File: src/design/obm_pkg.sv
`timescale 1ns / 1ps
package obm_pkg;

   localparam int OBM_COUNT_WIDTH = 10;
   localparam int REG_WIDTH       = 10;
   localparam int CSR_INDEX_WIDTH = 4;
   localparam int CSR_DATA_WIDTH  = 16;
   localparam int NUM_REGS        = 8;

   // operation codes
   localparam logic [1:0] OP_TICK  = 2'd0;
   localparam logic [1:0] OP_RESET = 2'd1;
   localparam logic [1:0] OP_WRITE = 2'd2;
   localparam logic [1:0] OP_READ  = 2'd3;

   // reset status codes
   localparam logic [1:0] ST_PRESENT = 2'd0;
   localparam logic [1:0] ST_ABSENT  = 2'd1;
   localparam logic [1:0] ST_STUCK   = 2'd2;

   // register indexes
   localparam logic [CSR_INDEX_WIDTH-1:0] REG_RESET_LOW     = 4'd0;
   localparam logic [CSR_INDEX_WIDTH-1:0] REG_RESET_RELEASE = 4'd1;
   localparam logic [CSR_INDEX_WIDTH-1:0] REG_PRESENCE_WAIT = 4'd2;
   localparam logic [CSR_INDEX_WIDTH-1:0] REG_PRESENCE_END  = 4'd3;
   localparam logic [CSR_INDEX_WIDTH-1:0] REG_SHORT_LOW     = 4'd4;
   localparam logic [CSR_INDEX_WIDTH-1:0] REG_LONG_SLOT     = 4'd5;
   localparam logic [CSR_INDEX_WIDTH-1:0] REG_READ_SAMPLE   = 4'd6;
   localparam logic [CSR_INDEX_WIDTH-1:0] REG_READ_RECOVER  = 4'd7;

   // register reset values
   localparam logic [REG_WIDTH-1:0] RST_RESET_LOW     = 10'd750;
   localparam logic [REG_WIDTH-1:0] RST_RESET_RELEASE = 10'd15;
   localparam logic [REG_WIDTH-1:0] RST_PRESENCE_WAIT = 10'd200;
   localparam logic [REG_WIDTH-1:0] RST_PRESENCE_END  = 10'd240;
   localparam logic [REG_WIDTH-1:0] RST_SHORT_LOW     = 10'd2;
   localparam logic [REG_WIDTH-1:0] RST_LONG_SLOT     = 10'd60;
   localparam logic [REG_WIDTH-1:0] RST_READ_SAMPLE   = 10'd12;
   localparam logic [REG_WIDTH-1:0] RST_READ_RECOVER  = 10'd50;

   typedef enum logic [3:0] {
      PH_IDLE,
      PH_RST_LOW,
      PH_RST_REL,
      PH_PRES_WAIT,
      PH_PRES_END,
      PH_WR_LOW,
      PH_WR_REL,
      PH_RD_LOW,
      PH_RD_WAIT,
      PH_RD_REC
   } phase_type;

   typedef struct packed {
      logic [REG_WIDTH-1:0] reset_low_ticks;
      logic [REG_WIDTH-1:0] reset_release_ticks;
      logic [REG_WIDTH-1:0] presence_wait_ticks;
      logic [REG_WIDTH-1:0] presence_end_ticks;
      logic [REG_WIDTH-1:0] short_low_ticks;
      logic [REG_WIDTH-1:0] long_slot_ticks;
      logic [REG_WIDTH-1:0] read_sample_ticks;
      logic [REG_WIDTH-1:0] read_recover_ticks;
   } cfg_type;

   typedef struct packed {
      logic       drive_low;
      logic       busy_res;
      logic       done_res;
      logic [1:0] reset_status;
      logic [7:0] read_data;
      logic       rejected;
   } rsp_type;

endpackage

File: src/design/obm_if.sv
`timescale 1ns / 1ps
interface obm_req_if;
   logic       valid;
   logic       ready;
   logic [1:0] operation;
   logic [7:0] write_data;
   logic       line_level;

   modport source (output valid, output operation, output write_data, output line_level,
                   input ready);
   modport sink (input valid, input operation, input write_data, input line_level,
                 output ready);
endinterface

interface obm_rsp_if;
   logic       valid;
   logic       ready;
   logic       drive_low;
   logic       busy_res;
   logic       done_res;
   logic [1:0] reset_status;
   logic [7:0] read_data;
   logic       rejected;

   modport source (output valid, output drive_low, output busy_res, output done_res,
                   output reset_status, output read_data, output rejected, input ready);
   modport sink (input valid, input drive_low, input busy_res, input done_res,
                 input reset_status, input read_data, input rejected, output ready);
endinterface

interface obm_csr_if;
   logic        valid;
   logic        ready;
   logic [3:0]  index;
   logic [15:0] data;

   modport source (output valid, output index, output data, input ready);
   modport sink (input valid, input index, input data, output ready);
endinterface

File: src/design/obm_csr.sv
`timescale 1ns / 1ps
module obm_csr import obm_pkg::*; (
   input  logic    clock,
   input  logic    reset,
   obm_csr_if.sink csr_bus,
   output cfg_type cfg
);

   cfg_type cfg_ff;
   cfg_type cfg_in;
   logic [REG_WIDTH-1:0] value;

   assign csr_bus.ready = 1'b1;
   assign value = csr_bus.data[REG_WIDTH-1:0];
   assign cfg = cfg_ff;

   always_comb begin
      cfg_in = cfg_ff;
      if (csr_bus.valid) begin
         case (csr_bus.index)
            REG_RESET_LOW:     cfg_in.reset_low_ticks     = value;
            REG_RESET_RELEASE: cfg_in.reset_release_ticks = value;
            REG_PRESENCE_WAIT: cfg_in.presence_wait_ticks = value;
            REG_PRESENCE_END:  cfg_in.presence_end_ticks  = value;
            REG_SHORT_LOW:     cfg_in.short_low_ticks     = value;
            REG_LONG_SLOT:     cfg_in.long_slot_ticks     = value;
            REG_READ_SAMPLE:   cfg_in.read_sample_ticks   = value;
            REG_READ_RECOVER:  cfg_in.read_recover_ticks  = value;
            default:           cfg_in = cfg_ff;
         endcase
      end
   end

   always_ff @(posedge clock) begin
      if (reset) begin
         cfg_ff.reset_low_ticks     <= RST_RESET_LOW;
         cfg_ff.reset_release_ticks <= RST_RESET_RELEASE;
         cfg_ff.presence_wait_ticks <= RST_PRESENCE_WAIT;
         cfg_ff.presence_end_ticks  <= RST_PRESENCE_END;
         cfg_ff.short_low_ticks     <= RST_SHORT_LOW;
         cfg_ff.long_slot_ticks     <= RST_LONG_SLOT;
         cfg_ff.read_sample_ticks   <= RST_READ_SAMPLE;
         cfg_ff.read_recover_ticks  <= RST_READ_RECOVER;
      end else begin
         cfg_ff <= cfg_in;
      end
   end

endmodule

File: src/design/obm_core.sv
`timescale 1ns / 1ps
module obm_core import obm_pkg::*; #(
   parameter int COUNT_WIDTH = OBM_COUNT_WIDTH
) (
   input  logic       clock,
   input  logic       reset,
   input  cfg_type    cfg,
   obm_req_if.sink    req_bus,
   obm_rsp_if.source  rsp_bus
);

   localparam logic [COUNT_WIDTH-1:0] CMAX = '1;
   localparam int CMP_W = (COUNT_WIDTH > REG_WIDTH) ? COUNT_WIDTH : REG_WIDTH;

   phase_type            phase_ff, phase_in, ph_eff;
   logic [COUNT_WIDTH-1:0] cnt_ff, cnt_in, cnt_eff, cnt_inc;
   logic [2:0]           idx_ff, idx_in, idx_eff;
   logic [7:0]           shift_ff, shift_in, shift_eff;
   logic [1:0]           status_ff, status_in;
   logic [REG_WIDTH-1:0] dur;
   logic                 adv;
   logic                 bit_out;
   logic                 accept;
   logic                 rejected;
   rsp_type              rsp_ff, rsp_in;
   logic                 rsp_valid_ff;

   assign req_bus.ready = !rsp_valid_ff || rsp_bus.ready;
   assign accept = req_bus.valid && req_bus.ready;

   // command start overlays the current state
   always_comb begin
      ph_eff    = phase_ff;
      cnt_eff   = cnt_ff;
      idx_eff   = idx_ff;
      shift_eff = shift_ff;
      rejected  = 1'b0;
      if (req_bus.operation != OP_TICK) begin
         if (phase_ff != PH_IDLE) begin
            rejected = 1'b1;
         end else begin
            cnt_eff = '0;
            idx_eff = '0;
            case (req_bus.operation)
               OP_RESET: ph_eff = PH_RST_LOW;
               OP_WRITE: begin
                  ph_eff    = PH_WR_LOW;
                  shift_eff = req_bus.write_data;
               end
               OP_READ: begin
                  ph_eff    = PH_RD_LOW;
                  shift_eff = '0;
               end
               default: ph_eff = phase_ff;
            endcase
         end
      end
   end

   assign bit_out = shift_eff[0];

   always_comb begin
      case (ph_eff)
         PH_RST_LOW:   dur = cfg.reset_low_ticks;
         PH_RST_REL:   dur = cfg.reset_release_ticks;
         PH_PRES_WAIT: dur = cfg.presence_wait_ticks;
         PH_PRES_END:  dur = cfg.presence_end_ticks;
         PH_WR_LOW:    dur = bit_out ? cfg.short_low_ticks : cfg.long_slot_ticks;
         PH_WR_REL:    dur = bit_out ? cfg.long_slot_ticks : cfg.short_low_ticks;
         PH_RD_LOW:    dur = cfg.short_low_ticks;
         PH_RD_WAIT:   dur = cfg.read_sample_ticks;
         PH_RD_REC:    dur = cfg.read_recover_ticks;
         default:      dur = cfg.short_low_ticks;
      endcase
   end

   // saturating tick counter and duration compare
   assign cnt_inc = (cnt_eff < CMAX) ? cnt_eff + 1'b1 : cnt_eff;
   assign adv = (CMP_W'(cnt_inc) >= CMP_W'(dur)) || (cnt_inc == CMAX);

   // next phase
   always_comb begin
      phase_in = ph_eff;
      case (ph_eff)
         PH_IDLE:      phase_in = PH_IDLE;
         PH_RST_LOW:   if (adv) phase_in = PH_RST_REL;
         PH_RST_REL:   if (adv) phase_in = PH_PRES_WAIT;
         PH_PRES_WAIT: begin
            if (!req_bus.line_level) phase_in = PH_PRES_END;
            else if (adv)            phase_in = PH_IDLE;
         end
         PH_PRES_END:  if (req_bus.line_level || adv) phase_in = PH_IDLE;
         PH_WR_LOW:    if (adv) phase_in = PH_WR_REL;
         PH_WR_REL:    if (adv) phase_in = (idx_eff == 3'd7) ? PH_IDLE : PH_WR_LOW;
         PH_RD_LOW:    if (adv) phase_in = PH_RD_WAIT;
         PH_RD_WAIT:   if (adv) phase_in = PH_RD_REC;
         PH_RD_REC:    if (adv) phase_in = (idx_eff == 3'd7) ? PH_IDLE : PH_RD_LOW;
         default:      phase_in = PH_IDLE;
      endcase
   end

   // datapath and result word
   always_comb begin
      cnt_in    = cnt_eff;
      idx_in    = idx_eff;
      shift_in  = shift_eff;
      status_in = status_ff;
      rsp_in    = '0;
      rsp_in.rejected = rejected;
      case (ph_eff)
         PH_IDLE: cnt_in = cnt_eff;
         PH_RST_LOW, PH_RST_REL, PH_WR_LOW, PH_RD_LOW: begin
            rsp_in.drive_low = (ph_eff != PH_RST_REL);
            cnt_in = adv ? '0 : cnt_inc;
         end
         PH_PRES_WAIT: begin
            if (!req_bus.line_level) begin
               cnt_in = '0;
            end else begin
               cnt_in = adv ? '0 : cnt_inc;
               if (adv) begin
                  status_in = ST_ABSENT;
                  rsp_in.done_res = 1'b1;
               end
            end
         end
         PH_PRES_END: begin
            if (req_bus.line_level) begin
               cnt_in = '0;
               status_in = ST_PRESENT;
               rsp_in.done_res = 1'b1;
            end else begin
               cnt_in = adv ? '0 : cnt_inc;
               if (adv) begin
                  status_in = ST_STUCK;
                  rsp_in.done_res = 1'b1;
               end
            end
         end
         PH_WR_REL: begin
            cnt_in = adv ? '0 : cnt_inc;
            if (adv) begin
               shift_in = {1'b0, shift_eff[7:1]};
               if (idx_eff == 3'd7) begin
                  idx_in = '0;
                  rsp_in.done_res = 1'b1;
               end else begin
                  idx_in = idx_eff + 3'd1;
               end
            end
         end
         PH_RD_WAIT: begin
            cnt_in = adv ? '0 : cnt_inc;
            // sample on the last tick of the wait
            if (adv) shift_in = {req_bus.line_level, shift_eff[7:1]};
         end
         PH_RD_REC: begin
            cnt_in = adv ? '0 : cnt_inc;
            if (adv) begin
               if (idx_eff == 3'd7) begin
                  idx_in = '0;
                  rsp_in.done_res  = 1'b1;
                  rsp_in.read_data = shift_eff;
               end else begin
                  idx_in = idx_eff + 3'd1;
               end
            end
         end
         default: cnt_in = cnt_eff;
      endcase
      rsp_in.busy_res     = (phase_in != PH_IDLE);
      rsp_in.reset_status = status_in;
   end

   always_ff @(posedge clock) begin
      if (reset) begin
         phase_ff  <= PH_IDLE;
         cnt_ff    <= '0;
         idx_ff    <= '0;
         shift_ff  <= '0;
         status_ff <= ST_PRESENT;
      end else if (accept) begin
         phase_ff  <= phase_in;
         cnt_ff    <= cnt_in;
         idx_ff    <= idx_in;
         shift_ff  <= shift_in;
         status_ff <= status_in;
      end
   end

   always_ff @(posedge clock) begin
      if (reset) begin
         rsp_valid_ff <= 1'b0;
      end else if (accept) begin
         rsp_valid_ff <= 1'b1;
      end else if (rsp_bus.ready) begin
         rsp_valid_ff <= 1'b0;
      end
   end

   always_ff @(posedge clock) begin
      if (accept) rsp_ff <= rsp_in;
   end

   assign rsp_bus.valid        = rsp_valid_ff;
   assign rsp_bus.drive_low    = rsp_ff.drive_low;
   assign rsp_bus.busy_res     = rsp_ff.busy_res;
   assign rsp_bus.done_res     = rsp_ff.done_res;
   assign rsp_bus.reset_status = rsp_ff.reset_status;
   assign rsp_bus.read_data    = rsp_ff.read_data;
   assign rsp_bus.rejected     = rsp_ff.rejected;

endmodule

File: src/design/onewire_bus_master.sv
`timescale 1ns / 1ps
// Single-wire bus master. Each word on the request channel is one 1 us tick
// carrying the sampled line level and optionally a command (bus reset with
// presence detect, byte write, byte read; bytes go LSB first). Every tick
// yields one response word with the line drive, busy/done flags, the last
// reset status, the received byte on the tick a read completes, and a flag
// for commands rejected while busy. One tick is accepted per clock cycle;
// its response is registered in the output register, and the request side
// stalls only while that register is full and not taken. Slot timings come
// from eight 10-bit registers written over the csr port; the user must
// write them only while the bus is idle, which the block does not enforce.
module onewire_bus_master import obm_pkg::*; #(
   parameter int COUNT_WIDTH = OBM_COUNT_WIDTH
) (
   input  logic      clock,
   input  logic      reset,
   obm_req_if.sink   req_bus,
   obm_rsp_if.source rsp_bus,
   obm_csr_if.sink   csr_bus
);

   cfg_type cfg;

   obm_csr u_csr (
      .clock   (clock),
      .reset   (reset),
      .csr_bus (csr_bus),
      .cfg     (cfg)
   );

   obm_core #(
      .COUNT_WIDTH (COUNT_WIDTH)
   ) u_core (
      .clock   (clock),
      .reset   (reset),
      .cfg     (cfg),
      .req_bus (req_bus),
      .rsp_bus (rsp_bus)
   );

endmodule

File: src/flat_wrapper.sv
// flat-port wrapper written by rule: the top's interface ports become plain ports
module onewire_bus_master_flat import obm_pkg::*;
#(
   parameter int COUNT_WIDTH = OBM_COUNT_WIDTH
)
  (clock, reset, req_bus_valid, req_bus_operation, req_bus_write_data, req_bus_line_level, req_bus_ready, rsp_bus_valid, rsp_bus_drive_low, rsp_bus_busy_res, rsp_bus_done_res, rsp_bus_reset_status, rsp_bus_read_data, rsp_bus_rejected, rsp_bus_ready, csr_bus_valid, csr_bus_index, csr_bus_data, csr_bus_ready);
  obm_req_if req_bus_i ();
  obm_rsp_if rsp_bus_i ();
  obm_csr_if csr_bus_i ();
  input  logic clock;
  input  logic reset;
  input wire logic [$bits(req_bus_i.valid)-1:0] req_bus_valid;
  input wire logic [$bits(req_bus_i.operation)-1:0] req_bus_operation;
  input wire logic [$bits(req_bus_i.write_data)-1:0] req_bus_write_data;
  input wire logic [$bits(req_bus_i.line_level)-1:0] req_bus_line_level;
  output wire logic [$bits(req_bus_i.ready)-1:0] req_bus_ready;
  output wire logic [$bits(rsp_bus_i.valid)-1:0] rsp_bus_valid;
  output wire logic [$bits(rsp_bus_i.drive_low)-1:0] rsp_bus_drive_low;
  output wire logic [$bits(rsp_bus_i.busy_res)-1:0] rsp_bus_busy_res;
  output wire logic [$bits(rsp_bus_i.done_res)-1:0] rsp_bus_done_res;
  output wire logic [$bits(rsp_bus_i.reset_status)-1:0] rsp_bus_reset_status;
  output wire logic [$bits(rsp_bus_i.read_data)-1:0] rsp_bus_read_data;
  output wire logic [$bits(rsp_bus_i.rejected)-1:0] rsp_bus_rejected;
  input wire logic [$bits(rsp_bus_i.ready)-1:0] rsp_bus_ready;
  input wire logic [$bits(csr_bus_i.valid)-1:0] csr_bus_valid;
  input wire logic [$bits(csr_bus_i.index)-1:0] csr_bus_index;
  input wire logic [$bits(csr_bus_i.data)-1:0] csr_bus_data;
  output wire logic [$bits(csr_bus_i.ready)-1:0] csr_bus_ready;
  assign req_bus_i.valid = req_bus_valid;
  assign req_bus_i.operation = req_bus_operation;
  assign req_bus_i.write_data = req_bus_write_data;
  assign req_bus_i.line_level = req_bus_line_level;
  assign req_bus_ready = req_bus_i.ready;
  assign rsp_bus_valid = rsp_bus_i.valid;
  assign rsp_bus_drive_low = rsp_bus_i.drive_low;
  assign rsp_bus_busy_res = rsp_bus_i.busy_res;
  assign rsp_bus_done_res = rsp_bus_i.done_res;
  assign rsp_bus_reset_status = rsp_bus_i.reset_status;
  assign rsp_bus_read_data = rsp_bus_i.read_data;
  assign rsp_bus_rejected = rsp_bus_i.rejected;
  assign rsp_bus_i.ready = rsp_bus_ready;
  assign csr_bus_i.valid = csr_bus_valid;
  assign csr_bus_i.index = csr_bus_index;
  assign csr_bus_i.data = csr_bus_data;
  assign csr_bus_ready = csr_bus_i.ready;
  onewire_bus_master #(.COUNT_WIDTH(COUNT_WIDTH)) u_core (.clock(clock), .reset(reset), .req_bus(req_bus_i), .rsp_bus(rsp_bus_i), .csr_bus(csr_bus_i));
endmodule
File: config.mk
export PLATFORM = sky130hd
export DESIGN_NAME = onewire_bus_master_flat
export DESIGN_NICKNAME = d
export VERILOG_FILES = /design/src/design/obm_pkg.sv /design/src/design/obm_if.sv /design/src/design/obm_csr.sv /design/src/design/obm_core.sv /design/src/design/onewire_bus_master.sv /design/src/flat_wrapper.sv
export SDC_FILE = /design/constraint.sdc
export NUM_CORES = 1
export LEC_CHECK = 0
export ABC_AREA = 1
export ABC_CLOCK_PERIOD_IN_PS = 5800
export BUFFER_PORTS_ARGS = -buffer_cell sky130_fd_sc_hd__clkbuf_2
export CAP_MARGIN = 15
export CELL_PAD_IN_SITES_DETAIL_PLACEMENT = 2
export CELL_PAD_IN_SITES_GLOBAL_PLACEMENT = 2
export CORE_MARGIN = 2
export CORE_UTILIZATION = 35
export CTS_BUF_LIST = sky130_fd_sc_hd__clkbuf_2 sky130_fd_sc_hd__clkbuf_4 sky130_fd_sc_hd__clkbuf_8
export CTS_CLUSTER_SIZE = 20
export DETAILED_ROUTE_END_ITERATION = 12
export GPL_TIMING_DRIVEN = 0
export MAX_ROUTING_LAYER = met4
export PLACE_DENSITY = 0.83
export SYNTH_ARGS = -nofsm -noshare
export SYNTH_HDL_FRONTEND = slang
export SYNTH_SLANG_ARGS = --single-unit
File: constraint.sdc
create_clock -name clock -period 5.8 [get_ports clock]
set_clock_uncertainty 0.1 [all_clocks]
set_input_delay 1.16 -clock clock [delete_from_list [all_inputs] [get_ports clock]]
set_output_delay 1.16 -clock clock [all_outputs]
set_load 0.1 [all_outputs]
==> run summary <==
Status - complete, no violations
CTS tree - done
Initial Util - 35.92%
Final Util - 41.47%
Switch share - 39.80%
Power per cell area - 364.0 nW/um2
Reg-to-Reg Start - u_core.u_core.phase_ff[3]
Fin crit share - 94.83%
Unrepaired setup endpoints after global routing - false
Post-synthesis mux area share - 0%
Gate power share - 33.0%
Synth Area in XOR/XNOR - 0.4045%
Die X - 140.2 um
Crit. End Element - flip-flop
Area Growth Syn to Fin - 15.45%
Crit-path max FO - 10
Worst min-delay path category - reg -> reg
Drt total wl - 27360 um
Worst Tran Pin Value - 766.8 ps
GPL Wtd Cong - 0.8353
Commonest non-fill, non-tap cell in the layout - nand2_1
Async set-reset flop share out of synthesis - 0%
Top cell type's share of synthesized area - 33.28%
Largest family of logic cells by synthesized area - simple AND/OR/NAND/NOR gates
Fin nets - 1043
Peak Freq - 181.8 MHz
Drt via density - 5.675
Rows - 49
Post-synthesis sequential area ratio - 39.75%
Synth Area in Compound Gates - 18.93%
Num ports - 53
Post-synth EDFFs - 14
Leading area contributor after synthesis - dfxtp_1
Max Cap Violations - 0
Clock transition at the registers of the reported paths - 80 ps
PortBufs - 40
Core box area - 18090 um2
Setup violations, final - 0
Clock Power Share - 33.3%
Avg Cell Area, Syn - 6.955 um2
Slew headroom - 48.88%
Largest cells by area after synthesis - dfxtp_1 33%, nand2_1 10%, o21ai_0 8.0%
Skew-Pair Late Insertion Delay - 470 ps
Via Count - 7014
Vias in the first global route - 7436
Overall Power - 0.002730 W
Antenna violations before repair - 0
Pin count of the biggest net entering global routing - 17
Leakage - 3.326 nW
Die area - 19670 um2
Origin of the worst setup path - req_bus_operation[0]
Post-route ant nets - 0
Most used DFF post-synth - dfxtp_1
Residual DRC - 0
Final design instance area without fill - 7500 um2
Die height - 140.2 um
Seq pwr share - 33.8%
Cell variety after synth - 44
Layout cell share with drive strength beyond 1 - 11.42%
CP arrival - 5620 ps
Post-CTS Setup Repair Bufs - 0
Peak supply drop - 0.1492 mV
WL/cell - 22.14 um
Clock Tree Buf Depth - 2
Post-DP HPWL - 19220 um
CTS Hold Bufs - 0
Req. time, crit path - 5920 ps
Startpoint type of the worst setup path - primary input
Max-slew violations - 0
Setup TNS - 0 ps
First-pass GRT wire length - 42750 um
Depth of the CTS H-tree - 4
Placed inst area - 6998 um2
Number of DRC markers in iteration 0 - 428
Post-Syn Nets - 983
CTS Root Cell - clkbuf_8
Adder-cell area share of the yosys netlist - 2.504%
Synth Cell Area - 6496 um2
CP Class - in -> reg
Cells after Synth - 934
CTS-repair resized insts - 2
Hold Vio Cnt, Final - 0
Simple-gate share of the synthesized area - 29.18%
CTS Sinks - 122
Gr ovfl total - 0
DRT Pass-1 Iters - 5
Cell-internal power - 0.001643 W
Commonest non-fill, non-tap cells in the layout - 181 x nand2_1, 131 x nor2_1, 108 x dfxtp_1
Ys Warns - 0
GRT Total Usage - 29.13%
Hold path startpoint - u_core.u_csr.cfg[74]
Antenna Cells - 0
Num CTS Buffers - 17
Sw Pwr - 0.001086 W
Minimum clock period - 5500 ps
Synthesis-stage register bit count - 122
power by group through the flow:
stage	Sequential [W]	Combinational [W]	Clock, W
3_5_place_dp	0.000941	0.000847	0
5_1_grt	0.000927	0.000977	0.000953
6_report	0.000922	0.000900	0.000908
3_3_place_gp	0.000939	0.000825	0
4_1_cts	0.000922	0.000873	0.000914
2_1_floorplan	0.00101	0.000495	0
synthesized netlist by cell type, types with 11 or more instances:
| cell type | number |
|---|---|
| a21oi_1 | 43 |
| a22o_1 | 11 |
| a22oi_1 | 11 |
| a31oi_1 | 12 |
| clkbuf_1 | 35 |
| dfxtp_1 | 108 |
| edfxtp_1 | 14 |
| ha_1 | 13 |
| inv_1 | 87 |
| nand2_1 | 181 |
| nand3_1 | 84 |
| nand4_1 | 14 |
| nor2_1 | 132 |
| o21ai_0 | 104 |
cell families (layout without fill, tap and decap cells):
group                    after synthesis  count (layout)
AND/OR/NAND/NOR                      437             437
AO/OA/AOI/OAI                        210             210
buffers and inverters                148             221
flip-flops                           122             122
adder cells (fa/ha/maj)               13              13
XOR/XNOR                               3               3
other                                  1               1
metal layers:
metal	global-route usage [%]	up-vias	wire (um)
met1	36.61	3587	12340
met5	-	-	0
met2	50.08	148	13600
met3	3.624	30	926
li1	-	3249	-
met4	6.911	0	493
worst max-delay path: stages:
cell and delay (ps):
clkbuf_2 170, inv_2 40, nand2_1 90, nand3_2 250
buf_6 250, buf_6 160, nand2_1 100, nand2_1 120
nor2_1 220, inv_1 100, o211ai_1 220, nor2_4 160
a211oi_1 380, nand4_1 210, o21ai_0 150, ha_1 290
nand2_1 150, o21ai_0 130, nand2_1 90, o2111ai_1 180
a31oi_4 310, nand2_1 150, buf_6 180, nand2_1 60
nand3_1 100, nor2_1 120, nand3_1 70
stage by stage:
step	std cells	setup WS [ps]	hold slack [ps]
finish	1236	299.6	361.2
global route	1236	46.46	390.1
CTS	1236	156.0	362.5
detailed placement	1204	-417.2	347.3
global placement	1203	-335.1	338.3
floorplan	934	1235	324.5
registers in the layout, summed over array words and instances, names as in the netlist, 2 cells and up:
name,cells
u_core.u_core.cnt_ff,10
u_core.u_core.status_ff,2
u_core.u_core.shift_ff,8
u_core.u_core.idx_ff,3
u_core.u_core.rsp_bus.read_data,8
u_core.u_core.phase_ff,4
u_core.u_core.rsp_bus.reset_status,2
u_core.u_csr.cfg,80
worst paths after layout:
kind	to	cells after the start	slack (ps)
setup / recovery	u_core.u_core.rsp_bus.busy_res	27	300
hold / removal	u_core.u_csr.cfg[74]	2	360
setup reg to reg	u_core.u_core.rsp_bus.busy_res	25	650
hold reg to reg	u_core.u_csr.cfg[74]	2	360
area by class of cell:
| cell class | count | area [um2] |
|---|---|---|
| Fill cell | 2181 | 10590 |
| Multi-Input combinational cell | 664 | 3357 |
| Sequential cell | 122 | 2582 |
| Inverter | 100 | 375.4 |
| Tap cell | 229 | 286.5 |
| Clock buffer | 20 | 275.3 |
| Buffer | 48 | 226.5 |
| Timing Repair Buffer | 41 | 215.2 |
| Clock inverter | 12 | 181.4 |
Power figures use the tool's default switching activity.
